<file path="config.mk">
export PLATFORM = sky130hd
export DESIGN_NAME = msweep_div
export DESIGN_NICKNAME = d
export VERILOG_FILES = /design/src/rtl/msweep_pkg.sv /design/src/rtl/msweep_div.sv
export SDC_FILE = /design/constraint.sdc
export NUM_CORES = 1
export LEC_CHECK = 0
export BUFFER_PORTS_ARGS = -buffer_cell sky130_fd_sc_hd__buf_2
export CORE_MARGIN = 4
export CORE_UTILIZATION = 66
export CTS_CLUSTER_SIZE = 40
export DETAILED_ROUTE_END_ITERATION = 16
export PLACE_DENSITY = 0.88
export SYNTH_ARGS = -nofsm -noshare
export SYNTH_HDL_FRONTEND = slang
export SYNTH_SLANG_ARGS = --single-unit
</file>
<file path="constraint.sdc">
create_clock -name clk -period 12.4 [get_ports clk]
set_clock_uncertainty 0.15 [all_clocks]
set_input_delay 0 -clock clk [delete_from_list [all_inputs] [get_ports clk]]
set_output_delay 0 -clock clk [all_outputs]
set_load 0.005 [all_outputs]
</file>
<file path="src/rtl/msweep_pkg.sv">
package msweep_pkg;

    // Matrix geometry and number format
    localparam int MAX_ORDER = 16;
    localparam int FRAC_BITS = 24;
    localparam int WORD_W    = 48;
    localparam int IDX_W     = $clog2(MAX_ORDER);
    localparam int CNT_W     = $clog2(MAX_ORDER + 1);
    localparam int ADDR_W    = 2 * IDX_W;
    localparam int DEPTH     = MAX_ORDER * MAX_ORDER;
    localparam int ORDER_W   = 5;
    localparam int THR_W     = 47;
    localparam int CFG_IDX_W = 2;
    localparam int CFG_DATA_W = 47;

    localparam logic [WORD_W-1:0] QMAX = {1'b0, {(WORD_W-1){1'b1}}};
    localparam logic [WORD_W-1:0] QMIN = {1'b1, {(WORD_W-1){1'b0}}};

    // Item kinds
    localparam logic [1:0] KIND_WRITE = 2'd0;
    localparam logic [1:0] KIND_SWEEP = 2'd1;
    localparam logic [1:0] KIND_READ  = 2'd2;

    // Reply kinds
    localparam logic REPLY_STATUS = 1'b0;
    localparam logic REPLY_READ   = 1'b1;

    // Configuration register indexes
    localparam logic [CFG_IDX_W-1:0] CFG_ORDER     = 2'd0;
    localparam logic [CFG_IDX_W-1:0] CFG_THRESHOLD = 2'd1;

    typedef struct packed {
        logic [1:0]               kind;
        logic [3:0]               row;
        logic [3:0]               col;
        logic signed [WORD_W-1:0] value;
        logic [3:0]               pivot;
        logic                     last_pivot;
    } item_t;

    typedef struct packed {
        logic                     reply_kind;
        logic signed [WORD_W-1:0] read_value;
        logic                     pivot_error;
        logic                     list_done;
    } result_t;

    typedef struct packed {
        logic              start;
        logic [WORD_W-1:0] num;
        logic [WORD_W-1:0] den;
    } div_req_t;

    typedef struct packed {
        logic              done;
        logic [WORD_W-1:0] quot;
    } div_rsp_t;

    // Magnitude of a two's complement word; the most negative value maps to 2^47
    function automatic logic [WORD_W-1:0] magn(input logic [WORD_W-1:0] x);
        magn = x[WORD_W-1] ? (~x + 1'b1) : x;
    endfunction

endpackage

</file>
<file path="src/rtl/msweep_div.sv">
// Fixed-point divider: sat(trunc(num * 2^FRAC_BITS / den)), one quotient bit per cycle
module msweep_div
(
    input  logic                 clk,
    input  logic                 rst_n,
    input  msweep_pkg::div_req_t req,
    output msweep_pkg::div_rsp_t rsp
);

    localparam int W     = msweep_pkg::WORD_W;
    localparam int NUM_W = msweep_pkg::WORD_W + msweep_pkg::FRAC_BITS;
    localparam int CW    = $clog2(NUM_W + 1);

    logic             busy_reg, busy_next;
    logic             done_reg, done_next;
    logic [CW-1:0]    cnt_reg, cnt_next;
    logic [NUM_W-1:0] num_reg, num_next;
    logic [W-1:0]     den_reg, den_next;
    logic [W-1:0]     rem_reg, rem_next;
    logic [W-1:0]     q_reg, q_next;
    logic             ovf_reg, ovf_next;
    logic             neg_reg, neg_next;

    logic [W:0]   trial;
    logic         fits;
    logic [W-1:0] lim;
    logic [W-1:0] mag;

    // One restoring step per cycle
    always_comb
    begin
        busy_next = busy_reg;
        done_next = 1'b0;
        cnt_next  = cnt_reg;
        num_next  = num_reg;
        den_next  = den_reg;
        rem_next  = rem_reg;
        q_next    = q_reg;
        ovf_next  = ovf_reg;
        neg_next  = neg_reg;
        trial     = {rem_reg, num_reg[NUM_W-1]};
        fits      = trial >= {1'b0, den_reg};
        if (req.start)
        begin
            busy_next = 1'b1;
            cnt_next  = CW'(NUM_W);
            num_next  = {msweep_pkg::magn(req.num), {msweep_pkg::FRAC_BITS{1'b0}}};
            den_next  = msweep_pkg::magn(req.den);
            rem_next  = '0;
            q_next    = '0;
            ovf_next  = 1'b0;
            neg_next  = req.num[W-1] ^ req.den[W-1];
        end
        else if (busy_reg)
        begin
            rem_next = fits ? W'(trial - {1'b0, den_reg}) : trial[W-1:0];
            q_next   = {q_reg[W-2:0], fits};
            ovf_next = ovf_reg | q_reg[W-1];
            num_next = {num_reg[NUM_W-2:0], 1'b0};
            cnt_next = cnt_reg - 1'b1;
            if (cnt_reg == CW'(1))
            begin
                busy_next = 1'b0;
                done_next = 1'b1;
            end
        end
    end

    always_ff @(posedge clk or negedge rst_n)
    begin
        if (!rst_n)
        begin
            busy_reg <= 1'b0;
            done_reg <= 1'b0;
            cnt_reg  <= '0;
        end
        else
        begin
            busy_reg <= busy_next;
            done_reg <= done_next;
            cnt_reg  <= cnt_next;
        end
    end

    always_ff @(posedge clk)
    begin
        num_reg <= num_next;
        den_reg <= den_next;
        rem_reg <= rem_next;
        q_reg   <= q_next;
        ovf_reg <= ovf_next;
        neg_reg <= neg_next;
    end

    // Saturate and apply sign
    always_comb
    begin
        lim = neg_reg ? msweep_pkg::QMIN : msweep_pkg::QMAX;
        mag = (ovf_reg || (q_reg > lim)) ? lim : q_reg;
        rsp.done = done_reg;
        rsp.quot = neg_reg ? (~mag + 1'b1) : mag;
    end

endmodule

</file>
Yosys cells after proc, flatten, opt, wreduce, memory -nomap -nowiden
Cells that the tools add are included.
- register bits: 203
- input port bits: 99
- output and inout bits: 49
- word-level logic and storage cells: 41
- add/sub/neg operators: 5
- order comparisons: 2
- equal/unequal tests: 1
- mux-type cells: 16
- bitwise gates (word level): 5
- reductions and logical operators: 2
- operator list (kind ; count):
    2-to-1 mux 48 bit ; 5
    adder 48 x 1 -> 48 bit (second input constant) ; 3
    2-to-1 mux 72 bit ; 2
    NOT 48 bit ; 3
    >= comparator 49 x 48 -> 1 bit ; 1
    greater-than comparator 48 bit ; 1
    subtractor 48 bit ; 1
    2-to-1 mux 47 bit ; 1
    2-to-1 mux 7 bit ; 2
    equality test 7 x 1 -> 1 bit (second input constant) ; 1
    subtractor 7 x 1 -> 7 bit (second input constant) ; 1
    2-to-1 mux 1 bit ; 6
    nonzero test 2 bit ; 1
    logical OR 1 bit ; 1
    bitwise OR 1 bit ; 1
    bitwise XOR 1 bit ; 1

Longest topological paths before layout
Gate-level depths: netlist of the first run.
- word-level depth: 7
- depth in mapped cells: 20
- depth with buffers taken out: 17

Worst setup path before layout of the first run
Ideal clock, no wire load.
- path kind: reg-to-output
- start point: register neg_reg
- end point: output port rsp[46] in the netlist's numbering
- data arrival time: 4.889 ns
- data required time: 12.250 ns
- path slack: 7.361 ns
- cell stages (with the launch flop): 19
- path buffers: 3
- cells stage by stage: edfxtp_1 inv_1 clkbuf_1 ha_1 nand4_1 or3_1 o221a_2 a21oi_1 a21o_1 clkbuf_1 clkbuf_1 nand2_1 o21ai_0 ha_1 inv_1 or4_1 o21ai_0 o21ai_0 a21oi_1
- RTL lines (what ; RTL line ; RTL):
    start: declaration ; msweep_div.sv:22 ; logic neg_reg, neg_next;
    start signal: assignment ; msweep_div.sv:92 ; neg_reg <= neg_next;
    end: declaration ; msweep_div.sv:7 ; output msweep_pkg::div_rsp_t rsp

==> results of run 1 <==
## cell type report
class | count | area (sq um)
Sequential cell | 203 | 5080
Clock inverter | 10 | 111
Multi-Input combinational cell | 1421 | 9380
Antenna cell | 5 | 12.5
Fill cell | 1314 | 4350
Tap cell | 285 | 357
Inverter | 83 | 312
Clock buffer | 31 | 646
Timing Repair Buffer | 306 | 2320
## critical path, stage by stage, from the launching register on
cell,delay [ns]
edfxtp_1,0.35
buf_4,0.74
ha_1,0.40
a21o_1,0.20
a21o_1,0.18
a21oi_1,0.17
o21a_1,0.15
o221a_2,0.21
o211ai_1,0.10
a21o_1,0.17
buf_4,0.29
o21ai_0,0.32
ha_1,0.77
inv_1,0.34
or4_1,0.53
o21ai_0,0.15
o21ai_0,0.09
a21oi_1,0.19
buf_2,0.14
## worst max-delay path by stage
stage | slack [ns] | from | endpoint | cells past startpoint
3_3_place_gp | 7.17 | neg_reg | rsp[46] | 18
2_1_floorplan | 7.36 | neg_reg | rsp[46] | 18
5_1_grt | 5.92 | neg_reg | rsp[40] | 18
4_1_cts | 6.33 | neg_reg | rsp[46] | 18
6_report | 6.20 | neg_reg | rsp[46] | 18
3_5_place_dp | 6.92 | neg_reg | rsp[46] | 18
## cell usage in the layout, fill, tap and decap left out, drive strengths merged, types with 10 or more instances in the layout
cell         synthesis  layout
o311ai              22      22
nor2b               13      13
o41ai               14      14
nor2               250     250
nand2              116     116
inv                 83      85
mux2i               62      62
a211oi              47      47
buf                 15     153
o21ai               87      87
nor3                45      45
a21o                44      44
xor2                62      62
edfxtp              97      97
o22ai               15      15
a21boi              10      10
dfxtp               97      97
nand3               27      27
dlygate4sd3          0     152
or3                 37      37
xnor2               76      76
or4                 19      19
nand2b              22      22
nand4               23      23
o31ai               38      38
nor4                15      15
clkbuf              86      32
ha                 101     101
a21oi              157     157
o21a                14      14
or2                 13      13
## metal layers
layer  global-route usage [%]  vias up  part of all wire, %  wire, um
met4                     20.9        0                  6.6      3280
met1                     44.1     7292                   36     18100
met5                        0        -                    0         0
met3                     5.64      294                  8.5      4250
li1                         -     7066                    -         -
met2                     65.1     1115                   48     24100
## power by group
group / internal, mW / switching (mW) / total [mW]
clock: 0.408 / 0.297 / 0.705
combinational: 0.573 / 0.821 / 1.39
sequential: 0.820 / 0.0875 / 0.908
## logic make-up (layout without fill, tap and decap cells)
| kind of cell | Yosys count | in the layout | synth area share, % |
|---|---|---|---|
| AO/OA/AOI/OAI | 507 | 507 | 21.8 |
| AND/OR/NAND/NOR | 607 | 607 | 19.1 |
| buffers and inverters | 184 | 430 | 4.60 |
| adder cells (fa/ha/maj) | 102 | 102 | 8.48 |
| XOR/XNOR | 138 | 138 | 7.98 |
| multiplexers | 67 | 67 | 4.47 |
| other | 0 | 5 | 0 |
| flip-flops | 203 | 203 | 33.6 |
==> results.py, run 1 <==
metrics = {
    "hold_path": {
        "whs_path_depth": 1,
        "hp-class": "input pin to flip-flop",
        "min_from": "req[96]",
        "min_to": "den_reg[11]",
    },
    "synthesis": {
        "synth_common_cells": "nor2_1, a21oi_1, nand2_1",
        "yosysMostFrequentCell": "nor2_1",
        "ys_seq_area_share_pct": 33.6,
        "synth.top_cell.area_share_pct": 19.2,
        "avgSynthCellArea_sq_um": 8.37,
        "synth_edf_count": 97,
        "synthesis.area_sq_mm": 0.0151,
        "yosys.area.top_type": "edfxtp_1",
        "synth_fp_nets": 2009,
        "syn_inst": 1808,
        "synthDistinctLibCells": 75,
        "yosysWarnings": 0,
        "ys.flop_type": "edfxtp_1",
        "ys_async_sr_fraction_pct": 4.43,
        "yosys-top-cells-area": "edfxtp_1, dfxtp_1, ha_1, nor2_1, a21oi_1",
        "ys_ff_latch": 203,
    },
    "global_routing": {
        "grt_pass1_vias": 15569,
        "track_usage_pct": 37.3,
        "grt_pass1_wl_mm": 79.6,
        "antenna_found_initial": 2,
        "grt_max_degree": 119,
        "overflow": 0,
    },
    "timing": {
        "max_freq_ghz": 0.161,
        "hold_slack_ns": 0.0226,
        "finalHoldViolations": 0,
        "finalCritPeriodShare_pct": 50.0,
        "rsz0062_at_grt": "false",
        "setup_ws_ns": 6.20,
        "tightest_slew_ns": 1.15,
        "tns_ns": 0,
        "period_minus_slack_ns": 6.20,
        "timing.slew.headroom_pct": 23.6,
        "final_max_slew_viol_count": 0,
        "finalSetupViolCount": 0,
    },
    "clocking": {
        "cts_inserted_buffers": 23,
        "holdBufCountCts": 152,
        "htree_levels": 1,
        "clk-insertion-delay-late_ns": 0.54,
        "post_cts_resized": 0,
        "cts_tree": "built",
        "post-cts-setup-buffers": 0,
        "cts_buffer_depth": 3,
        "cts-root-buf": "clkbuf_16",
        "cts_sinks": 203,
        "clkTransAtPathRegs_ns": 0.06,
    },
    "cells_and_area": {
        "fin_cells": 2344,
        "area_growth_pct": 20.3,
        "layout.nets": 2239,
        "post-route-cell-area_sq_mm": 0.0182,
        "drive_above_1_share_pct": 11.0,
        "fin_util_pct": 80.7,
    },
    "placement": {
        "place_congestion": 0.939,
        "preCtsSetupSlack_ns": 6.92,
        "dp_hpwl_mm": 26.9,
        "dp_cells": 2146,
        "io_buffer_count": 147,
        "dpl_cell_area_sq_mm": 0.0159,
    },
    "route": {
        "vias": 15767,
        "drt.antenna.violating_nets": 0,
        "drt_iter0_drc": 2196,
        "drc_errors": 0,
        "routedWlPerCell_um": 21.2,
        "wl_mm": 49.7,
        "drt_pass1_iterations": 6,
        "via_per_inst": 6.73,
    },
    "worst_setup_path": {
        "r2r_slack_ns": 7.74,
        "r2r_cells": 13,
        "startpoint_type": "flip-flop",
        "crit_fanout": 95,
        "endpoint_kind": "output port",
        "critPathKind": "flip-flop to output port",
        "crit_arrival_ns": 6.05,
        "required_ns": 12.25,
        "r2r_start": "den_reg[8]",
        "r2r_end": "rem_reg[46]",
    },
    "floorplanning": {
        "die_x_um": 159,
        "fp.coreArea_sq_mm": 0.0226,
        "die_area_sq_mm": 0.0254,
        "rows": 55,
        "io_pins": 148,
        "initial_core_util_pct": 67.1,
        "die_h_um": 159,
    },
    "flow_run": {
        "maxCapViolations": 0,
    },
    "power_and_ir_drop": {
        "vdd_drop_max_mv": 0.154,
        "total_power_mw": 3.01,
        "p_per_area_mw_per_mm2": 165,
        "p_leak_nw": 8.33,
    },
    "run_status": {
        "status": "complete, no violations",
    },
}
Power figures use the tool's default switching activity.
==> run 2, diff against run 1 <==
- CORE_UTILIZATION: 66 -> 55
- PLACE_DENSITY: 0.88 -> 0.78
- clock period: 12.4 -> 5.2 ns (I/O delays scaled with it)
==> run 2 against run 1 <==
Effect of this change:
- first-iteration DRC count decreased by 32%
- core utilization down 12 points
- die area increased by 19%
- design area grew 1.7%
- global-route usage shrank 9.1 points
- final cell count is 3.3% higher
- clock-buffer cell count stayed put
- setup slack lost 5.8 ns
- non-clock buffer count rose by 20
- worst hold slack gained 0.082 ns
- sequential power grew 140%
- via count is 5.0% lower
==> results.py, run 2 (synthesis results as in run 1) <==
metrics = {
    "run_status": {
        "status": "complete, no violations",
    },
    "cells_and_area": {
        "drive_above_1_share_pct": 11.6,
        "final_common_cell": "nor2_1",
        "fillers": 2073,
        "layout.nets": 2260,
        "area_growth_pct": 22.4,
        "post-route-cell-area_sq_mm": 0.0185,
        "fin_util_pct": 68.6,
        "layout_common_cells": "nor2_1, dlygate4sd3_1, a21oi_1",
    },
    "power_and_ir_drop": {
        "p_int_mw": 4.38,
        "p_leak_nw": 8.46,
        "pwr-share-comb_pct": 45.8,
        "vdd_drop_max_mv": 0.269,
        "p_per_area_mw_per_mm2": 384,
        "p_sw_share_pct": 38.4,
        "clkPwrFrac_pct": 24.1,
        "p_sw_mw": 2.73,
        "seq_power_share_pct": 30.1,
    },
    "global_routing": {
        "overflow": 0,
        "grt_pass1_wl_mm": 72.7,
        "grt_pass1_vias": 14539,
        "track_usage_pct": 28.2,
        "antenna_found_initial": 3,
        "grt_max_degree": 101,
    },
    "clocking": {
        "clk-insertion-delay-late_ns": 0.54,
        "cts_buffer_depth": 3,
        "cts_tree": "built",
        "clkTransAtPathRegs_ns": 0.06,
        "cts_inserted_buffers": 24,
        "htree_levels": 1,
        "cts-root-buf": "clkbuf_16",
        "cts_sinks": 203,
    },
    "floorplanning": {
        "die_area_sq_mm": 0.0302,
        "fp.coreArea_sq_mm": 0.0270,
        "die_x_um": 174,
        "io_pins": 148,
        "die_h_um": 174,
        "rows": 60,
        "initial_core_util_pct": 56.0,
    },
    "timing": {
        "finalSetupViolCount": 0,
        "max_freq_ghz": 0.209,
        "rsz0062_at_grt": "false",
        "finalHoldViolations": 0,
        "finalCritPeriodShare_pct": 91.9,
        "timing.slew.headroom_pct": 24.2,
        "tightest_slew_ns": 1.14,
        "hold_slack_ns": 0.105,
        "setup_ws_ns": 0.423,
        "period_minus_slack_ns": 4.78,
        "final_max_slew_viol_count": 0,
        "tns_ns": 0,
    },
    "worst_setup_path": {
        "cp_common_cell": "o21ai_0",
        "startpoint_type": "flip-flop",
        "critPathKind": "flip-flop to output port",
        "crit_fanout": 24,
        "worst-path-buf-inv": 4,
        "cp_slowest_cell": "edfxtp_1",
        "cp_top_family": "compound AO/OA/AOI/OAI gates",
        "crit_chain": "buf_4 > ha_1 > nand4_1 > or3_1 > o221a_2 > o211ai_1 > a21o_1 > buf_4 > nand2_1 > o21ai_0 > ha_1 > inv_1 > or4_1 > o21ai_0 > o21ai_0 > a21oi_1 > buf_2",
        "crit_arrival_ns": 4.63,
        "endpoint_kind": "output port",
        "max_stage_delay_ns": 0.53,
        "required_ns": 5.05,
    },
    "route": {
        "drt.antenna.violating_nets": 0,
        "vias": 14985,
        "drt_iter0_drc": 1495,
        "drt_pass1_iterations": 5,
        "via_per_inst": 6.19,
        "routedWlPerCell_um": 18.3,
        "wl_mm": 44.3,
        "drc_errors": 0,
    },
    "hold_path": {
        "hp-class": "input pin to flip-flop",
    },
    "placement": {
        "dp_hpwl_mm": 27.8,
        "io_buffer_count": 147,
        "place_congestion": 0.983,
        "preCtsSetupSlack_ns": 0.611,
        "dpl_cell_area_sq_mm": 0.0161,
    },
    "flow_run": {
        "maxCapViolations": 0,
    },
}
run 2: changes by cell type in the layout (fill, tap and decap cells not counted), sizes merged:
cell	before	now
clkinvlp	2	1
inv	85	83
dlygate4sd3	152	160
clkinv	4	9
diode	5	4
buf	153	165
bufinv	2	3
run 2: layout make-up:
class | count | area, sq um | area share, %
Multi-Input combinational cell | 1421 | 9380 | 50.6
Sequential cell | 203 | 5080 | 27.4
Timing Repair Buffer | 326 | 2510 | 13.6
Clock buffer | 31 | 628 | 3.39
Tap cell | 341 | 427 | 2.30
Inverter | 83 | 312 | 1.68
Clock inverter | 13 | 170 | 0.918
Antenna cell | 4 | 10.0 | 0.0540
run 2: repair_timing:
| item | 4_1_cts | 5_1_grt |
|---|---|---|
| hold buffers | 160 | 0 |
| gates resized for setup | 0 | 1 |
| buffers inserted | 0 | 3 |
| hold endpoints to repair | 171 | 0 |
| setup endpoints to repair | 0 | 23 |
run 2: stage by stage:
step	instances	total power [mW]
CTS	2415	7.03
global route	2421	7.59
finish	2422	7.11
detailed placement	2211	5.18
global placement	2211	5.10
floorplan	1808	4.39
run 2: worst paths after layout:
path	from	to	slack, ns	cells past startpoint
max in group asynchronous	rst_n	busy_reg	4.22	3
worst min-delay path	req[95]	neg_reg	0.11	2
min in group asynchronous	rst_n	cnt_reg[3]	0.35	3
worst min register to register	ovf_reg	ovf_reg	0.33	2
worst max-delay path	neg_reg	rsp[46]	0.42	17
worst max register to register	den_reg[1]	rem_reg[35]	0.86	13
run 2: power groups by stage:
stage	sequential (mW)	combinational, mW	clock, mW
2_1_floorplan	2.11	2.28	0
3_3_place_gp	2.16	2.94	0
3_5_place_dp	2.17	3.01	0
4_1_cts	2.14	3.16	1.73
5_1_grt	2.17	3.61	1.81
6_report	2.14	3.26	1.71
run 2: per-layer routing:
layer | up-vias | global-route usage [%] | part of all wire [%]
met3 | 132 | 3.87 | 7.5
met2 | 747 | 48.2 | 48
met4 | 0 | 9.96 | 3.7
li1 | 7121 | - | -
met1 | 6985 | 36.7 | 41
met5 | - | 0 | 0
